$ cat config.mk
export PLATFORM = sky130hd
export DESIGN_NAME = text_console_cursor_controller
export DESIGN_NICKNAME = d
export VERILOG_FILES = /design/src/tcc_pkg.sv /design/src/tcc_exec.sv /design/src/tcc_outq.sv /design/src/text_console_cursor_controller.sv
export SDC_FILE = /design/constraint.sdc
export NUM_CORES = 1
export LEC_CHECK = 0
export ABC_AREA = 1
export BUFFER_PORTS_ARGS = -buffer_cell sky130_fd_sc_hd__buf_2
export CAP_MARGIN = 15
export CELL_PAD_IN_SITES_DETAIL_PLACEMENT = 0
export CELL_PAD_IN_SITES_GLOBAL_PLACEMENT = 1
export CORE_MARGIN = 3
export CORE_UTILIZATION = 31
export CTS_BUF_LIST = sky130_fd_sc_hd__clkbuf_8
export CTS_CLUSTER_SIZE = 28
export DETAILED_ROUTE_END_ITERATION = 10
export GPL_TIMING_DRIVEN = 0
export PLACE_DENSITY = 0.6
export SYNTH_ARGS = -nofsm -noshare
export SYNTH_HDL_FRONTEND = slang
export SYNTH_SLANG_ARGS = --single-unit
export TNS_END_PERCENT = 5
$ cat constraint.sdc
create_clock -name clk -period 9.7 [get_ports clk]
set_input_delay 1.94 -clock clk [delete_from_list [all_inputs] [get_ports clk]]
set_output_delay 1.94 -clock clk [all_outputs]
set_load 0.02 [all_outputs]
$ cat src/tcc_pkg.sv
// Shared types, codes and helper functions for the text console cursor controller.
package tcc_pkg;

    // Request codes
    localparam logic [1:0] REQ_PUT   = 2'd0;
    localparam logic [1:0] REQ_SET   = 2'd1;
    localparam logic [1:0] REQ_ERASE = 2'd2;
    localparam logic [1:0] REQ_CLEAR = 2'd3;

    // Drawing command codes
    localparam logic [1:0] CMD_NONE   = 2'd0;
    localparam logic [1:0] CMD_GLYPH  = 2'd1;
    localparam logic [1:0] CMD_SCROLL = 2'd2;
    localparam logic [1:0] CMD_FILL   = 2'd3;

    // Erase line modes
    localparam logic [1:0] ERASE_TO_END     = 2'd0;
    localparam logic [1:0] ERASE_FROM_START = 2'd1;
    localparam logic [1:0] ERASE_WHOLE      = 2'd2;
    localparam logic [1:0] ERASE_TO_END_ALT = 2'd3;

    // Configuration register indexes
    localparam logic [2:0] CFG_TEXT_COLS     = 3'd0;
    localparam logic [2:0] CFG_TEXT_ROWS     = 3'd1;
    localparam logic [2:0] CFG_GLYPH_WIDTH   = 3'd2;
    localparam logic [2:0] CFG_GLYPH_HEIGHT  = 3'd3;
    localparam logic [2:0] CFG_SCREEN_WIDTH  = 3'd4;
    localparam logic [2:0] CFG_SCREEN_HEIGHT = 3'd5;
    localparam logic [2:0] CFG_FG_COLOR      = 3'd6;
    localparam logic [2:0] CFG_BG_COLOR      = 3'd7;

    // Character codes with special handling
    localparam logic [7:0] CH_BACKSPACE = 8'h08;
    localparam logic [7:0] CH_NEWLINE   = 8'h0A;
    localparam logic [7:0] CH_RETURN    = 8'h0D;
    localparam logic [7:0] CH_SPACE     = 8'h20;

    localparam logic [9:0]  MAX_TEXT   = 10'd512;
    localparam logic [12:0] MAX_SCREEN = 13'd4096;

    typedef struct packed {
        logic [1:0] req_type;
        logic [7:0] char_code;
        logic [8:0] target_row;
        logic [8:0] target_col;
        logic [1:0] erase_mode;
    } req_t;

    typedef struct packed {
        logic [9:0]  text_cols;
        logic [9:0]  text_rows;
        logic [5:0]  glyph_width;
        logic [5:0]  glyph_height;
        logic [12:0] screen_width;
        logic [12:0] screen_height;
        logic [23:0] fg_color;
        logic [23:0] bg_color;
    } cfg_t;

    typedef struct packed {
        logic [1:0]  cmd;
        logic [7:0]  glyph_code;
        logic [11:0] pixel_x;
        logic [11:0] pixel_y;
        logic [12:0] rect_w;
        logic [12:0] rect_h;
        logic [23:0] draw_fg;
        logic [23:0] draw_bg;
    } res_t;

    // Up to three results of one request in fixed slot order:
    // slot 0 glyph, slot 1 scroll, slot 2 fill.
    typedef struct packed {
        res_t [2:0] res;
        logic [2:0] mask;
        logic [8:0] cursor_row;
        logic [8:0] cursor_col;
    } batch_t;

    localparam res_t RES_NONE = '{cmd: CMD_NONE, glyph_code: 8'd0, pixel_x: 12'd0,
                                  pixel_y: 12'd0, rect_w: 13'd0, rect_h: 13'd0,
                                  draw_fg: 24'd0, draw_bg: 24'd0};

    function automatic logic [9:0] eff_text(input logic [9:0] v);
        if (v == 10'd0)
            return 10'd1;
        return (v > MAX_TEXT) ? MAX_TEXT : v;
    endfunction

    function automatic logic [12:0] eff_screen(input logic [12:0] v);
        return (v > MAX_SCREEN) ? MAX_SCREEN : v;
    endfunction

endpackage

$ cat src/tcc_exec.sv
// Request evaluation: next cursor and the drawing commands of one request.
module tcc_exec
    import tcc_pkg::*;
(
    input  req_t       req,
    input  cfg_t       cfg,
    input  logic [8:0] cursor_row,
    input  logic [8:0] cursor_col,
    output batch_t     batch
);

    logic [9:0]  cols_e;
    logic [9:0]  rows_e;
    logic [9:0]  rows_m1;
    logic [12:0] sw_e;
    logic [12:0] sh_e;
    logic [9:0]  row_p1;
    logic [9:0]  col_p1;
    logic        is_put;
    logic        is_bs;
    logic        is_nl;
    logic        is_cr;
    logic        is_print;
    logic        scroll;
    logic [8:0]  nr_row;
    logic        wrap;
    logic [8:0]  bs_row;
    logic [8:0]  bs_col;
    logic [8:0]  g_row;
    logic [8:0]  g_col;
    logic [15:0] gx;
    logic [15:0] gy;
    logic [15:0] colsw;
    logic [15:0] lasty;
    logic        glyph_on;
    logic        glyph_act;
    logic        scroll_act;
    logic        fill_req;
    logic [15:0] fx;
    logic [15:0] fy;
    logic [15:0] fw;
    logic [12:0] fh;
    logic [16:0] x_end;
    logic [16:0] y_end;
    logic [15:0] wc;
    logic [12:0] hc;
    logic        fill_ok;
    logic [8:0]  row_next;
    logic [8:0]  col_next;
    res_t        glyph_res;
    res_t        scroll_res;
    res_t        fill_res;
    logic [2:0]  mask;

    assign cols_e  = eff_text(cfg.text_cols);
    assign rows_e  = eff_text(cfg.text_rows);
    assign rows_m1 = rows_e - 10'd1;
    assign sw_e    = eff_screen(cfg.screen_width);
    assign sh_e    = eff_screen(cfg.screen_height);
    assign row_p1  = {1'b0, cursor_row} + 10'd1;
    assign col_p1  = {1'b0, cursor_col} + 10'd1;

    assign is_put   = (req.req_type == REQ_PUT);
    assign is_bs    = is_put && (req.char_code == CH_BACKSPACE);
    assign is_nl    = is_put && (req.char_code == CH_NEWLINE);
    assign is_cr    = is_put && (req.char_code == CH_RETURN);
    assign is_print = is_put && (req.char_code >= CH_SPACE);

    // Advancing the row scrolls once the cursor passes the last text row.
    assign scroll = (row_p1 >= rows_e);
    assign nr_row = scroll ? rows_m1[8:0] : row_p1[8:0];
    assign wrap   = (col_p1 >= cols_e);

    // Backspace wraps from column zero to the end of the previous row.
    always_comb
    begin
        bs_row = cursor_row;
        bs_col = cursor_col;
        if (cursor_col != 9'd0)
        begin
            bs_col = cursor_col - 9'd1;
        end
        else if (cursor_row != 9'd0)
        begin
            bs_row = cursor_row - 9'd1;
            bs_col = 9'(cols_e - 10'd1);
        end
    end

    // Backspace draws at the new cursor, everything else at the old one.
    assign g_row = is_bs ? bs_row : cursor_row;
    assign g_col = is_bs ? bs_col : cursor_col;

    assign gx    = 16'(g_col) * 16'(cfg.glyph_width);
    assign gy    = 16'(g_row) * 16'(cfg.glyph_height);
    assign colsw = 16'(cols_e) * 16'(cfg.glyph_width);
    assign lasty = 16'(rows_m1) * 16'(cfg.glyph_height);

    assign glyph_on   = (gx < 16'(sw_e)) && (gy < 16'(sh_e));
    assign glyph_act  = is_bs || is_print;
    assign scroll_act = scroll && (is_nl || (is_print && wrap));

    // Fill rectangle before clipping.
    always_comb
    begin
        fx       = 16'd0;
        fy       = 16'd0;
        fw       = 16'd0;
        fh       = 13'(cfg.glyph_height);
        fill_req = 1'b0;
        unique case (req.req_type)
            REQ_PUT:
            begin
                fy       = lasty;
                fw       = 16'(sw_e);
                fill_req = scroll_act;
            end
            REQ_SET:
            begin
                fill_req = 1'b0;
            end
            REQ_ERASE:
            begin
                fy       = gy;
                fill_req = 1'b1;
                unique case (req.erase_mode) inside
                    ERASE_FROM_START:
                    begin
                        fw = gx + 16'(cfg.glyph_width);
                    end
                    ERASE_WHOLE:
                    begin
                        fw = colsw;
                    end
                    ERASE_TO_END, ERASE_TO_END_ALT:
                    begin
                        fx = gx;
                        fw = ({1'b0, cursor_col} < cols_e) ? (colsw - gx) : 16'd0;
                    end
                    default:
                    begin
                        fw = 16'd0;
                    end
                endcase
            end
            REQ_CLEAR:
            begin
                fw       = 16'(sw_e);
                fh       = sh_e;
                fill_req = 1'b1;
            end
            default:
            begin
                fill_req = 1'b0;
            end
        endcase
    end

    // Clip the fill against the right and bottom screen edges.
    assign x_end   = 17'(fx) + 17'(fw);
    assign y_end   = 17'(fy) + 17'(fh);
    assign wc      = (x_end > 17'(sw_e)) ? (16'(sw_e) - fx) : fw;
    assign hc      = (y_end > 17'(sh_e)) ? (sh_e - fy[12:0]) : fh;
    assign fill_ok = fill_req && (fx < 16'(sw_e)) && (fy < 16'(sh_e))
                     && (wc != 16'd0) && (hc != 13'd0);

    // Cursor after the request.
    always_comb
    begin
        row_next = cursor_row;
        col_next = cursor_col;
        unique case (req.req_type) inside
            REQ_PUT:
            begin
                if (is_nl)
                begin
                    col_next = 9'd0;
                    row_next = nr_row;
                end
                else if (is_cr)
                begin
                    col_next = 9'd0;
                end
                else if (is_bs)
                begin
                    row_next = bs_row;
                    col_next = bs_col;
                end
                else if (is_print)
                begin
                    col_next = wrap ? 9'd0 : col_p1[8:0];
                    row_next = wrap ? nr_row : cursor_row;
                end
            end
            REQ_SET:
            begin
                row_next = ({1'b0, req.target_row} < rows_e) ? req.target_row
                                                             : rows_m1[8:0];
                col_next = ({1'b0, req.target_col} < cols_e) ? req.target_col
                                                             : 9'(cols_e - 10'd1);
            end
            REQ_ERASE, REQ_CLEAR:
            begin
                row_next = cursor_row;
            end
            default:
            begin
                row_next = cursor_row;
            end
        endcase
    end

    always_comb
    begin
        glyph_res = RES_NONE;
        if (glyph_act && glyph_on)
        begin
            glyph_res.cmd        = CMD_GLYPH;
            glyph_res.glyph_code = is_bs ? CH_SPACE : req.char_code;
            glyph_res.pixel_x    = gx[11:0];
            glyph_res.pixel_y    = gy[11:0];
            glyph_res.draw_fg    = cfg.fg_color;
            glyph_res.draw_bg    = cfg.bg_color;
        end

        scroll_res     = RES_NONE;
        scroll_res.cmd = CMD_SCROLL;

        fill_res         = RES_NONE;
        fill_res.cmd     = CMD_FILL;
        fill_res.pixel_x = fx[11:0];
        fill_res.pixel_y = fy[11:0];
        fill_res.rect_w  = wc[12:0];
        fill_res.rect_h  = hc;
        fill_res.draw_bg = cfg.bg_color;
    end

    // An empty request still reports the cursor through slot zero, which then
    // holds a nothing-to-draw result.
    assign mask = {fill_ok, scroll_act, glyph_act};

    assign batch.res        = {fill_res, scroll_res, glyph_res};
    assign batch.mask       = (mask == 3'b000) ? 3'b001 : mask;
    assign batch.cursor_row = row_next;
    assign batch.cursor_col = col_next;

endmodule

$ cat src/tcc_outq.sv
// Result register that hands out the pending results of one request, one beat each.
module tcc_outq
    import tcc_pkg::*;
(
    input  logic       clk,
    input  logic       rst_n,
    input  logic       load,
    input  batch_t     batch,
    output logic       ready,
    output logic       out_valid,
    input  logic       out_stall,
    output res_t       out_res,
    output logic [8:0] out_row,
    output logic [8:0] out_col,
    output logic       out_last
);

    batch_t     batch_reg;
    logic [2:0] mask_reg;
    logic [2:0] mask_next;
    logic [2:0] sel_oh;
    logic [2:0] remain;
    logic [1:0] sel_idx;
    logic       beat;

    assign sel_oh  = mask_reg & (~mask_reg + 3'd1);
    assign remain  = mask_reg & ~sel_oh;
    assign sel_idx = mask_reg[0] ? 2'd0 : (mask_reg[1] ? 2'd1 : 2'd2);

    assign out_valid = (mask_reg != 3'b000);
    assign out_last  = (remain == 3'b000);
    assign beat      = out_valid && !out_stall;
    assign ready     = !out_valid || (beat && out_last);

    assign out_res = batch_reg.res[sel_idx];
    assign out_row = batch_reg.cursor_row;
    assign out_col = batch_reg.cursor_col;

    always_comb
    begin
        mask_next = mask_reg;
        if (beat)
            mask_next = remain;
        if (load && ready)
            mask_next = batch.mask;
    end

    always_ff @(posedge clk or negedge rst_n)
    begin
        if (!rst_n)
            mask_reg <= 3'b000;
        else
            mask_reg <= mask_next;
    end

    always_ff @(posedge clk)
    begin
        if (load && ready)
            batch_reg <= batch;
    end

endmodule

$ cat src/text_console_cursor_controller.sv
// Top level of the text console cursor controller: ports, registers and checks.
// Flow: a request is accepted into the request register, then moved into the result register,
// which presents its first result. Throughput: one result beat per cycle while out_stall is low;
// a request has one to three results, which the single result register sends in turn.
// Reset: the cursor goes to row 0, column 0, the registers take their power-on values
// and both the request register and the result register are emptied.
module text_console_cursor_controller
    import tcc_pkg::*;
(
    input  logic        clk,
    input  logic        rst_n,

    // Configuration write port
    input  logic        cfg_we,
    input  logic [2:0]  cfg_index,
    input  logic [23:0] cfg_data,

    // Request channel
    input  logic        in_valid,
    output logic        in_stall,
    input  logic [1:0]  req_type,
    input  logic [7:0]  char_code,
    input  logic [8:0]  target_row,
    input  logic [8:0]  target_col,
    input  logic [1:0]  erase_mode,

    // Drawing command channel
    output logic        out_valid,
    input  logic        out_stall,
    output logic [1:0]  cmd,
    output logic [7:0]  glyph_code,
    output logic [11:0] pixel_x,
    output logic [11:0] pixel_y,
    output logic [12:0] rect_w,
    output logic [12:0] rect_h,
    output logic [23:0] draw_fg,
    output logic [23:0] draw_bg,
    output logic [8:0]  cursor_row_out,
    output logic [8:0]  cursor_col_out,
    output logic        last
);

    // Configuration registers. The user must change them only while the block is idle; the block does
    // not enforce this, and the evaluation logic reads them directly.
    cfg_t       cfg_reg;

    // Request register: holds one accepted beat until the result register can
    // take its results. It refills in the same cycle it drains, so a new request
    // is taken every cycle while each request yields a single result and out_stall is low.
    req_t       req_reg;
    logic       req_full_reg;
    logic       req_full_next;

    // Cursor state. It advances when a request moves into the result register,
    // so the next request is always evaluated against an up-to-date cursor.
    logic [8:0] cursor_row_reg;
    logic [8:0] cursor_col_reg;

    batch_t     batch;
    logic       q_ready;
    logic       move;
    res_t       out_res;

    assign move     = req_full_reg && q_ready;
    assign in_stall = req_full_reg && !q_ready;

    always_comb
    begin
        req_full_next = req_full_reg;
        if (!in_stall)
            req_full_next = in_valid;
    end

    always_ff @(posedge clk or negedge rst_n)
    begin
        if (!rst_n)
            req_full_reg <= 1'b0;
        else
            req_full_reg <= req_full_next;
    end

    always_ff @(posedge clk)
    begin
        if (in_valid && !in_stall)
        begin
            req_reg.req_type   <= req_type;
            req_reg.char_code  <= char_code;
            req_reg.target_row <= target_row;
            req_reg.target_col <= target_col;
            req_reg.erase_mode <= erase_mode;
        end
    end

    always_ff @(posedge clk or negedge rst_n)
    begin
        if (!rst_n)
        begin
            cursor_row_reg <= 9'd0;
            cursor_col_reg <= 9'd0;
        end
        else if (move)
        begin
            cursor_row_reg <= batch.cursor_row;
            cursor_col_reg <= batch.cursor_col;
        end
    end

    // Register writes; every index of the port maps to a register.
    always_ff @(posedge clk or negedge rst_n)
    begin
        if (!rst_n)
        begin
            cfg_reg.text_cols     <= 10'd100;
            cfg_reg.text_rows     <= 10'd37;
            cfg_reg.glyph_width   <= 6'd8;
            cfg_reg.glyph_height  <= 6'd16;
            cfg_reg.screen_width  <= 13'd800;
            cfg_reg.screen_height <= 13'd600;
            cfg_reg.fg_color      <= 24'hC0C0C0;
            cfg_reg.bg_color      <= 24'h000080;
        end
        else if (cfg_we)
        begin
            unique case (cfg_index)
                CFG_TEXT_COLS:     cfg_reg.text_cols     <= cfg_data[9:0];
                CFG_TEXT_ROWS:     cfg_reg.text_rows     <= cfg_data[9:0];
                CFG_GLYPH_WIDTH:   cfg_reg.glyph_width   <= cfg_data[5:0];
                CFG_GLYPH_HEIGHT:  cfg_reg.glyph_height  <= cfg_data[5:0];
                CFG_SCREEN_WIDTH:  cfg_reg.screen_width  <= cfg_data[12:0];
                CFG_SCREEN_HEIGHT: cfg_reg.screen_height <= cfg_data[12:0];
                CFG_FG_COLOR:      cfg_reg.fg_color      <= cfg_data;
                CFG_BG_COLOR:      cfg_reg.bg_color      <= cfg_data;
                default:           cfg_reg.bg_color      <= cfg_reg.bg_color;
            endcase
        end
    end

    // Single pass from the request register to the result register: cursor
    // update, glyph placement, scroll and a clipped fill.
    tcc_exec u_exec
    (
        .req        (req_reg),
        .cfg        (cfg_reg),
        .cursor_row (cursor_row_reg),
        .cursor_col (cursor_col_reg),
        .batch      (batch)
    );

    // Result register: sends glyph, scroll and fill beats in that order, each
    // carrying the cursor as it stands after the whole request.
    tcc_outq u_outq
    (
        .clk       (clk),
        .rst_n     (rst_n),
        .load      (move),
        .batch     (batch),
        .ready     (q_ready),
        .out_valid (out_valid),
        .out_stall (out_stall),
        .out_res   (out_res),
        .out_row   (cursor_row_out),
        .out_col   (cursor_col_out),
        .out_last  (last)
    );

    assign cmd        = out_res.cmd;
    assign glyph_code = out_res.glyph_code;
    assign pixel_x    = out_res.pixel_x;
    assign pixel_y    = out_res.pixel_y;
    assign rect_w     = out_res.rect_w;
    assign rect_h     = out_res.rect_h;
    assign draw_fg    = out_res.draw_fg;
    assign draw_bg    = out_res.draw_bg;

    // A request with more results to send keeps the channel valid.
    assert property (@(posedge clk) disable iff (!rst_n)
        (out_valid && !last) |=> out_valid)
        else $error("result channel dropped pending results of a request");

    // A fill is always the final command of its request.
    assert property (@(posedge clk) disable iff (!rst_n)
        (out_valid && (cmd == CMD_FILL)) |-> last)
        else $error("fill command not marked as the final beat");

    // The cursor only moves when a request is handed to the result register.
    assert property (@(posedge clk) disable iff (!rst_n)
        !move |=> ($stable(cursor_row_reg) && $stable(cursor_col_reg)))
        else $error("cursor changed without a request being processed");

    // While a request is still sending, the next one must wait in its register.
    assert property (@(posedge clk) disable iff (!rst_n)
        (out_valid && !last) |-> !move)
        else $error("request moved before the previous one finished");

endmodule
# Word-level counts from Yosys, hierarchy flattened
# Cells that the tools add are included.
dict set report word_totals {
  input_bits 62
  romBits 0
  mem_count 0
  latch_bits 0
  mem_bits_rw 0
  wordCells 186
  register_bits 332
  output_inout_bits 129
}
dict set report classes {
  mux 50
  div 0
  multipliers 4
  addsub 13
  bitwise_logic 5
  reduce_logical 50
  magnitude_cmp 17
  eq_ne 16
  shifts 0
}
# op count
set op_table {}
lappend op_table {{binary-select mux 108 bit (select 2 bit)} 1}
lappend op_table {{two-way mux 9 bit} 19}
lappend op_table {{two-way mux 108 bit} 1}
lappend op_table {{case mux 16 bit (2 select lines)} 2}
lappend op_table {{two-way mux 10 bit} 6}
lappend op_table {{two-way mux 13 bit} 4}
lappend op_table {{two-way mux 16 bit} 3}
lappend op_table {{case mux 16 bit (3 select lines)} 1}
lappend op_table {{case mux 9 bit (2 select lines)} 2}
lappend op_table {{greater-than comparator 17 x 13 -> 1 bit} 2}
lappend op_table {{two-way mux 33 bit} 1}
lappend op_table {{< comparator 16 x 13 -> 1 bit} 2}
lappend op_table {{multiplier 10 x 6 -> 16 bit} 2}
lappend op_table {{< comparator 15 x 13 -> 1 bit} 2}
lappend op_table {{< comparator 9 x 10 -> 1 bit} 3}
lappend op_table {{multiplier 9 x 6 -> 15 bit} 2}
lappend op_table {{subtractor 9 x 1 -> 9 bit (second input constant)} 3}
lappend op_table {{greater-than comparator 13 bit (second input constant)} 2}
lappend op_table {{== test 8 x 4 -> 1 bit (second input constant)} 3}
lappend op_table {{adder 9 x 1 -> 10 bit (second input constant)} 2}
lappend op_table {{>= comparator 10 bit} 2}
lappend op_table {{greater-than comparator 10 bit (second input constant)} 2}
lappend op_table {{zero test 10 bit} 2}
lappend op_table {{logical AND 1 bit} 18}
lappend op_table {{35 further kinds} 68}

# Logic depth before layout (Yosys ltp)
# Gate-level depths: netlist of run 1.
dict set report depth {
  ltp_word 21
  depth_mapped 62
  depth_no_buf 62
}

# Hierarchy
# Synthesis of run 1 repeated with hierarchy kept, for this count alone.
dict set report hier_totals {
  cells_unflattened 4505
  area_unflattened_um2 37203.2
}
# mod instances cells_per_inst area_each_um2 seq_area_each_um2
set modules_own_cells {}
lappend modules_own_cells {tcc_exec 1 3058 18896.9 0.0}
lappend modules_own_cells {tcc_outq 1 859 12535.8 10344.9}
lappend modules_own_cells {text_console_cursor_controller 1 588 5770.5 4056.4}

# Least setup slack after synthesis of run 1
# No wires, ideal clock.
dict set report synth_timing {
  kind {flip-flop to flip-flop}
  from {register cfg_reg[99] (netlist name)}
  to {register u_outq.mask_reg[2]}
  t_arrival_ns 8.836
  path_buffers 0
  setup_slack_ns 0.777
  path_stages_with_launch 53
  period_less_slack_ns 8.923
  path_cell_list {dfrtp_1 nor2_1 nand3_1 o21ai_2 nand2_1 ha_1 xor2_1 o31ai_1 o21ai_0 or2_2 fa_1 fa_1 fa_1 inv_1 ha_1 xor2_2 inv_2 ha_1 [17 not listed] ha_1 nand2_1 nor2_1 o21ai_0 nand2_1 o31ai_1 nand2_1 clkinv_1 nand2_1 nor2_2 nand2_1 nand2_2 nor2_1 nand2_1 nor2_1 nand2_1 nand3_1 nand2_1}
}
# item line
set synth_lines {}
lappend synth_lines {{start: declaration} text_console_cursor_controller.sv:45} ;# cfg_t cfg_reg;
lappend synth_lines {{end signal: assignment} tcc_outq.sv:53} ;# mask_reg <= mask_next;
lappend synth_lines {{end: declaration} tcc_outq.sv:19} ;# logic [2:0] mask_reg;

==> results of run 1 <==
-- cell usage after synthesis (48+ instances only) --
library cell / instances
sky130_fd_sc_hd__o21ai_0: 296
sky130_fd_sc_hd__clkbuf_1: 84
sky130_fd_sc_hd__xor2_1: 79
sky130_fd_sc_hd__nand3_1: 125
sky130_fd_sc_hd__nor2_1: 403
sky130_fd_sc_hd__edfxtp_1: 203
sky130_fd_sc_hd__inv_1: 564
sky130_fd_sc_hd__ha_1: 286
sky130_fd_sc_hd__dfrtp_1: 106
sky130_fd_sc_hd__a22o_1: 48
sky130_fd_sc_hd__nand2_1: 697
sky130_fd_sc_hd__fa_1: 129
sky130_fd_sc_hd__a21oi_1: 203
-- worst max-delay path: cells and delay by family (launching register included) --
kind            cells  cell delay (ns)
simple gates       29             2.83
fa+ha+maj           7             2.63
compound gates     12             1.61
xor+xnor            4             0.77
buf+inv             7             0.70
flops               1             0.46
-- kinds of logic after synthesis --
| group | count (synthesis) | share of synthesized area (%) |
|---|---|---|
| AO/OA/AOI/OAI | 669 | 13.2 |
| XOR/XNOR | 103 | 3.21 |
| adder cells (fa/ha/maj) | 415 | 21.2 |
| buffers and inverters | 711 | 9.52 |
| flip-flops | 331 | 32.0 |
| other | 2 | 0.0258 |
| AND/OR/NAND/NOR | 1425 | 20.9 |
-- worst min-delay path by stage --
stage / from / end
after detailed placement: cfg_reg[5]$_DFFE_PN0P_ / u_outq.batch_reg[242]$_DFFE_PP_
after global routing: cfg_reg[15]$_DFFE_PN0P_ / u_outq.batch_reg[252]$_DFFE_PP_
final: cfg_reg[14]$_DFFE_PN0P_ / u_outq.batch_reg[251]$_DFFE_PP_
after CTS: cfg_reg[0]$_DFFE_PN0P_ / u_outq.batch_reg[237]$_DFFE_PP_
after floorplan: cfg_reg[0]$_DFFE_PN0P_ / u_outq.batch_reg[237]$_DFFE_PP_
after global placement: cfg_reg[17]$_DFFE_PN0P_ / u_outq.batch_reg[254]$_DFFE_PP_
-- stage by stage --
| step | hold slack (ns) | setup WS [ns] | area, um2 | TNS [ns] | total power, mW |
|---|---|---|---|---|---|
| global route | 0.448 | -0.0504 | 35200 | -0.0624 | 16.0 |
| detailed placement | 0.432 | -2.56 | 31800 | -35.44 | 11.7 |
| CTS | 0.440 | 0.0418 | 34100 | 0 | 13.9 |
| global placement | 0.427 | -2.66 | 31600 | -413.24 | 11.8 |
| finish | 0.438 | 0.519 | 35200 | 0 | 14.6 |
| floorplan | 0.425 | 0.777 | 29100 | 0 | 8.85 |
-- layout make-up --
type | count | area [um2] | area share, %
multi-input combinational | 2619 | 18300 | 52.0
sequential | 331 | 9330 | 26.5
inverter | 588 | 2240 | 6.36
timing repair buffer | 272 | 1720 | 4.89
tap | 1243 | 1560 | 4.41
clock buffer | 78 | 1070 | 3.05
buffer | 121 | 603 | 1.71
clock inverter | 46 | 370 | 1.05
antenna | 6 | 15.0 | 0.0426
-- metal layers --
layer	global-route usage, %	routed length [um]
met1	29.2	48300
met2	34.8	48300
met3	4.09	6220
met4	7.38	3340
met5	0	0
-- layout by cell type, fill, tap and decap left out, types with 13 or more instances in the layout --
master | Yosys | layout
sky130_fd_sc_hd__nand2_1 | 697 | 662
sky130_fd_sc_hd__inv_1 | 564 | 565
sky130_fd_sc_hd__nor2_1 | 403 | 374
sky130_fd_sc_hd__ha_1 | 286 | 258
sky130_fd_sc_hd__o21ai_0 | 296 | 251
sky130_fd_sc_hd__buf_2 | 16 | 205
sky130_fd_sc_hd__edfxtp_1 | 203 | 203
sky130_fd_sc_hd__a21oi_1 | 203 | 182
sky130_fd_sc_hd__fa_1 | 129 | 127
sky130_fd_sc_hd__nand3_1 | 125 | 116
sky130_fd_sc_hd__dfrtp_1 | 106 | 100
sky130_fd_sc_hd__buf_4 | 18 | 91
sky130_fd_sc_hd__clkbuf_8 | 0 | 78
sky130_fd_sc_hd__clkbuf_1 | 84 | 73
sky130_fd_sc_hd__xor2_1 | 79 | 71
sky130_fd_sc_hd__nand2_2 | 22 | 48
sky130_fd_sc_hd__a22o_1 | 48 | 48
sky130_fd_sc_hd__nand4_1 | 42 | 42
sky130_fd_sc_hd__nor3b_1 | 36 | 36
sky130_fd_sc_hd__nor3_1 | 38 | 32
sky130_fd_sc_hd__nor2_2 | 9 | 25
sky130_fd_sc_hd__o211ai_1 | 23 | 23
sky130_fd_sc_hd__inv_2 | 7 | 22
sky130_fd_sc_hd__dfstp_2 | 22 | 22
sky130_fd_sc_hd__o21ai_1 | 1 | 19
sky130_fd_sc_hd__xnor2_1 | 21 | 17
sky130_fd_sc_hd__ha_4 | 0 | 17
sky130_fd_sc_hd__or2_2 | 16 | 16
sky130_fd_sc_hd__nor2_4 | 2 | 15
sky130_fd_sc_hd__a21oi_2 | 2 | 15
sky130_fd_sc_hd__o21ai_2 | 1 | 15
sky130_fd_sc_hd__o21ai_4 | 0 | 14
sky130_fd_sc_hd__clkinv_1 | 17 | 14
sky130_fd_sc_hd__o22ai_1 | 13 | 13
sky130_fd_sc_hd__o21bai_1 | 14 | 13
-- what timing repair did --
item	4_1_cts	5_1_grt
setup buffers	31	44
setup endpoints to repair	30	28
hold endpoints to repair	0	0
pin swaps	29	74
cloned	1	1
resized for setup	171	193
-- report_power, final --
group	leakage [nW]	switching, mW	internal, mW
Clock	0.820	0.699	0.879
Combinational	12.5	6.73	3.78
Sequential	3.52	0.236	2.26
Total	16.9	7.66	6.91
==> flow_summary_export.csv, run 1 <==
group,metric,value,unit
detailed_routing,vias_per_cell,4.89,
logic_synthesis,yosys.area.top_type_share,20.9,%
logic_synthesis,yosys_warnings,0,
floorplanning,fp.dieW,313,um
floorplanning,fp-row-count,111,
critical_path,reg2regPathDepth,59,
min_path,hp-class,"reg2reg",
critical_path,critPathLaunch,"cfg_reg[99]$_DFFE_PN0P_",
floorplanning,number_of_ports_placed_on_the_die_boundary,191,
sta,final_max_slew_viol_count,0,
floorplanning,die_area,97700,um2
grt,total_gr_overflow,0,
placement,hpwl,83900,um
logic_synthesis,synth_sequential_area_ratio,32.0,%
floorplanning,die_height,313,um
clocking,cts_inserted_buffers,67,
placement,routabilityCongestion,0.902,
final_layout,number_of_flip_flops_under_the_largest_register_name,155,
final_layout,layout.core_utilization,38.1,%
critical_path,timing.critical_path.required,10.29,ns
grt,initial_antenna_violation_count,6,
logic_synthesis,synth.top_cells.by_area,"sky130_fd_sc_hd__edfxtp_1, sky130_fd_sc_hd__ha_1, sky130_fd_sc_hd__dfrtp_1",
critical_path,arrival,9.77,ns
sta,timing.max_slew.rel_slack,26.3,%
critical_path,slowest_stage_cell_crit_path,"sky130_fd_sc_hd__fa_1",
clocking,clkLatencyLatePin,0.71,ns
logic_synthesis,async_s_r_ff_share_synth,38.7,%
placement,port_buffers,190,
grt,grt_first_pass_wirelength,161000,um
final_layout,drive_above_1_share,18.1,%
critical_path,origin_of_the_critical_flop_to_flop_path,"cfg_reg[99]$_DFFE_PN0P_",
clocking,cts_hold_buf,0,
clocking,clock_tree.htree_level_count,3,
sta,clock-skew-final,0.0494,ns
final_layout,finish.cell_count_without_fillers,5304,
critical_path,path_class,"reg2reg",
detailed_routing,drt_first_pass_iters,6,
detailed_routing,detail_route.drc_violations,0,
detailed_routing,antenna_violating_nets_post_route,0,
critical_path,most_used_cell_cp,"sky130_fd_sc_hd__nand2_2",
clocking,clockRootBuffer,"sky130_fd_sc_hd__clkbuf_8",
logic_synthesis,synth_cell_types,60,
logic_synthesis,synth_largest_area_cell,"sky130_fd_sc_hd__edfxtp_1",
logic_synthesis,synth.cell_area,29100,um2
critical_path,cp-endpoint,"u_outq.mask_reg[2]$_DFFE_PN0P_",
logic_synthesis,postSynthCellCount,3656,
final_layout,fillerInstances,9772,
logic_synthesis,post_synthesis_average_cell_area,7.97,um2
detailed_routing,finalWirelength,106000,um
critical_path,reg2reg_slack,0.52,ns
grt,total_routing_resource_utilization_after_global_routing,21.7,%
detailed_routing,detail_route.iter0.violations,1780,
pwr,leakagePower,16.9,nW
floorplanning,core_area,92400,um2
pwr,power.density,414,nW/um2
clocking,path_clk_slew,0.06,ns
final_layout,final_net_count,4477,
sta,final_report_hold_violation_count,0,
logic_synthesis,synth_seq_cells,331,
detailed_routing,post_drt_wl_per_cell,20.0,um
logic_synthesis,synthFlopType,"sky130_fd_sc_hd__edfxtp_1",
placement,post-place-cells,5099,
sta,portion_of_the_clock_cycle_consumed_by_the_worst_path_in_the_final_layout,94.7,%
critical_path,worstSetupStartpointType,"flop",
critical_path,critPathMaxFanout,7,
flow_run,maxCapViolations,0,
pwr,maximum_vdd_ir_drop,0.215,mV
sta,setup_violations,0,
critical_path,timing.critical_path.to_type,"flop",
clocking,cts_tree,"built",
detailed_routing,vias,25900,
final_layout,syn2layout_area_growth,21.0,%
min_path,min_path_cells,0,
critical_path,worst_r2r_endpoint,"u_outq.mask_reg[2]$_DFFE_PN0P_",
clocking,cts.sink_count,331,
grt,grt_start_max_net_pins,70,
sta,post-route-min-period,9.18,ns
floorplanning,initial_utilization,31.5,%
logic_synthesis,number_of_enable_type_register_cells_in_the_synthesized_netlist,203,
critical_path,worst_path_largest_cell_delay,0.52,ns
clocking,clk_path_buf_depth,3,
sta,max_slew.worst_pin.slew,1.10,ns
grt,grt_pass1_vias,26400,
outcome,status,"finished clean",
sta,maxClockFrequency,0.109,GHz
Note: power is estimated with default switching activity, not from simulation.
==> run 2: changes to the inputs <==
--- a/config.mk
+++ b/config.mk
@@ -10,10 +10,8 @@
 export CAP_MARGIN = 15
 export CELL_PAD_IN_SITES_DETAIL_PLACEMENT = 0
 export CELL_PAD_IN_SITES_GLOBAL_PLACEMENT = 1
-export CORE_MARGIN = 3
 export CORE_UTILIZATION = 31
 export CTS_BUF_LIST = sky130_fd_sc_hd__clkbuf_8
-export CTS_CLUSTER_SIZE = 28
 export DETAILED_ROUTE_END_ITERATION = 10
 export GPL_TIMING_DRIVEN = 0
 export PLACE_DENSITY = 0.6
==> run 2 against run 1 <==
Effect of this change:
- cell count barely moved
- clock-buffer cell count fell by 7
- clock skew rose by 0.0083 ns
- via count barely moved
- first-iteration DRC count fell by 11%
- non-clock buffer count fell by 3
- sequential share of layout area rose by 0.22 points
- largest cell class unchanged
- hold slack got worse by 0.018 ns
- maximum frequency fell by 1.8%
- register-to-register slack got worse by 0.17 ns
- cell area fell by 0.84%
- die area fell by 2.5%
- critical path type unchanged
==> flow_summary_export.csv, run 2 (synthesis gave the netlist of run 1 again) <==
group,metric,value,unit
outcome,status,"finished clean",
final_layout,fin_area,34900,um2
sta,rsz0062_at_grt,"yes",
detailed_routing,drt_first_pass_iters,6,
floorplanning,fp.dieW,309,um
floorplanning,die_area,95200,um2
placement,hpwl,83700,um
placement,routabilityCongestion,0.900,
floorplanning,initial_utilization,31.3,%
final_layout,finish.cell_count_without_fillers,5307,
critical_path,critPathLaunch,"cfg_reg[98]$_DFFE_PN1P_",
clocking,cts_tree,"built",
sta,clock-skew-final,0.0576,ns
final_layout,final_net_count,4474,
critical_path,path_class,"reg2reg",
floorplanning,fp-row-count,112,
detailed_routing,vias,25900,
critical_path,cp.buffers_inverters,9,
sta,maxClockFrequency,0.107,GHz
placement,post-place-cells,5110,
critical_path,reg2regPathDepth,58,
grt,total_routing_resource_utilization_after_global_routing,22.2,%
floorplanning,core_area,93200,um2
floorplanning,number_of_ports_placed_on_the_die_boundary,191,
grt,initial_antenna_violation_count,8,
critical_path,cp-endpoint,"u_outq.mask_reg[2]$_DFFE_PN0P_",
final_layout,mostFrequentLayoutCell,"sky130_fd_sc_hd__nand2_1",
sta,setup_violations,0,
critical_path,most_used_cell_cp,"sky130_fd_sc_hd__nand2_1",
detailed_routing,detail_route.iter0.violations,1580,
detailed_routing,vias_per_cell,4.88,
critical_path,timing.critical_path.to_type,"flop",
critical_path,critPathMaxFanout,6,
grt,grt_pass1_vias,25600,
clocking,clk_path_buf_depth,3,
critical_path,reg2reg_slack,0.35,ns
final_layout,number_of_flip_flops_under_the_largest_register_name,155,
sta,final_report_hold_violation_count,0,
sta,max_slew.worst_pin.slew,1.03,ns
detailed_routing,detail_route.drc_violations,0,
placement,post_dp_cell_area,31800,um2
clocking,cts.sink_count,331,
clocking,clock_tree.htree_level_count,3,
clocking,clockRootBuffer,"sky130_fd_sc_hd__clkbuf_8",
sta,final_max_slew_viol_count,0,
clocking,cts_inserted_buffers,67,
critical_path,worst_path_largest_cell_delay,0.57,ns
critical_path,worstSetupStartpointType,"flop",
final_layout,drive_above_1_share,17.1,%
grt,total_gr_overflow,0,
placement,port_buffers,190,
grt,grt_start_max_net_pins,85,
final_layout,layout.cells.most_common_list,"sky130_fd_sc_hd__nand2_1, sky130_fd_sc_hd__inv_1, sky130_fd_sc_hd__nor2_1, sky130_fd_sc_hd__ha_1, sky130_fd_sc_hd__o21ai_0",
detailed_routing,post_drt_wl_per_cell,19.9,um
critical_path,cp_top_family,"simple AND/OR/NAND/NOR gates",
critical_path,crit_cells,58,
flow_run,maxCapViolations,0,
critical_path,timing.critical_path.required,10.29,ns
clocking,cts_hold_buf,0,
grt,grt_first_pass_wirelength,158000,um
clocking,path_clk_slew,0.07,ns
critical_path,arrival,9.94,ns
detailed_routing,finalWirelength,105000,um
critical_path,slowest_stage_cell_crit_path,"sky130_fd_sc_hd__dfstp_2",
detailed_routing,antenna_violating_nets_post_route,0,
min_path,hp-class,"reg2reg",
sta,post-route-min-period,9.35,ns
clocking,clkLatencyLatePin,0.70,ns
final_layout,syn2layout_area_growth,19.9,%
floorplanning,die_height,309,um
critical_path,origin_of_the_critical_flop_to_flop_path,"cfg_reg[98]$_DFFE_PN1P_",
sta,portion_of_the_clock_cycle_consumed_by_the_worst_path_in_the_final_layout,96.4,%
critical_path,worst_r2r_endpoint,"u_outq.mask_reg[2]$_DFFE_PN0P_",
sta,timing.max_slew.rel_slack,31.0,%
[run 2: changes by cell type in the layout (fill, tap and decap cells not counted), sizes merged]
| cell | change |
|---|---|
| clkinv | +2 |
| buf | -3 |
| inv | +7 |
| diode | -4 |
| clkinvlp | +2 |
| clkbuf | -7 |
| bufinv | -5 |
[run 2: cell type report]
cell class	instances	area [um2]
clock buffer	71	977
timing repair buffer	269	1710
sequential	331	9330
fill	9982	58300
tap	1254	1570
clock inverter	52	278
buffer	121	602
antenna	2	5.00
inverter	588	2250
multi-input combinational	2619	18200
[run 2: worst reg2reg max path: cells and delay by family, from the launching register on]
| family | cells | cell delay [ns] |
|---|---|---|
| compound gates | 12 | 1.89 |
| xor+xnor | 2 | 0.43 |
| flops | 1 | 0.57 |
| fa+ha+maj | 7 | 2.61 |
| buf+inv | 9 | 0.89 |
| simple gates | 28 | 2.83 |
[run 2: repair_timing]
action                     in CTS  in global routing
cloned                          1                  1
setup endpoints to repair     109                 51
buffers inserted               24                 48
resized for setup             146                192
pin swaps                      24                 76
[run 2: layer usage]
metal	part of all wire, %	track usage (%)	vias up
li1	-	-	12700
met1	46	30.3	12600
met2	47	37.0	550
met3	4.4	2.78	104
met4	2.0	5.32	0
met5	0	0	-
[run 2: stage by stage]
step | setup WS [ns] | hold WS (ns) | TNS, ns | utilization (%)
finish | 0.347 | 0.421 | 0 | 37.5
CTS | 0.00463 | 0.417 | 0 | 36.3
global route | -0.0685 | 0.450 | -0.120 | 37.5
global placement | -2.43 | 0.428 | -430.41 | 34.0
detailed placement | -2.15 | 0.430 | -44.80 | 34.1
floorplan | 0.777 | 0.425 | 0 | -
[run 2: worst min-delay path by stage]
stage                                      start                         endpoint  slack, ns  cells after the start
final                     cfg_reg[1]$_DFFE_PN0P_  u_outq.batch_reg[238]$_DFFE_PP_       0.42                      0
after global routing      cfg_reg[1]$_DFFE_PN0P_  u_outq.batch_reg[238]$_DFFE_PP_       0.45                      0
after CTS                 cfg_reg[8]$_DFFE_PN0P_  u_outq.batch_reg[245]$_DFFE_PP_       0.42                      0
after detailed placement  cfg_reg[5]$_DFFE_PN0P_  u_outq.batch_reg[242]$_DFFE_PP_       0.43                      0
after global placement    cfg_reg[9]$_DFFE_PN0P_  u_outq.batch_reg[246]$_DFFE_PP_       0.43                      0
after floorplan           cfg_reg[0]$_DFFE_PN0P_  u_outq.batch_reg[237]$_DFFE_PP_       0.42                      0
Power of run 2 is not shown: default switching activity piles up to over one toggle a cycle in this logic, so the estimate is an artifact.
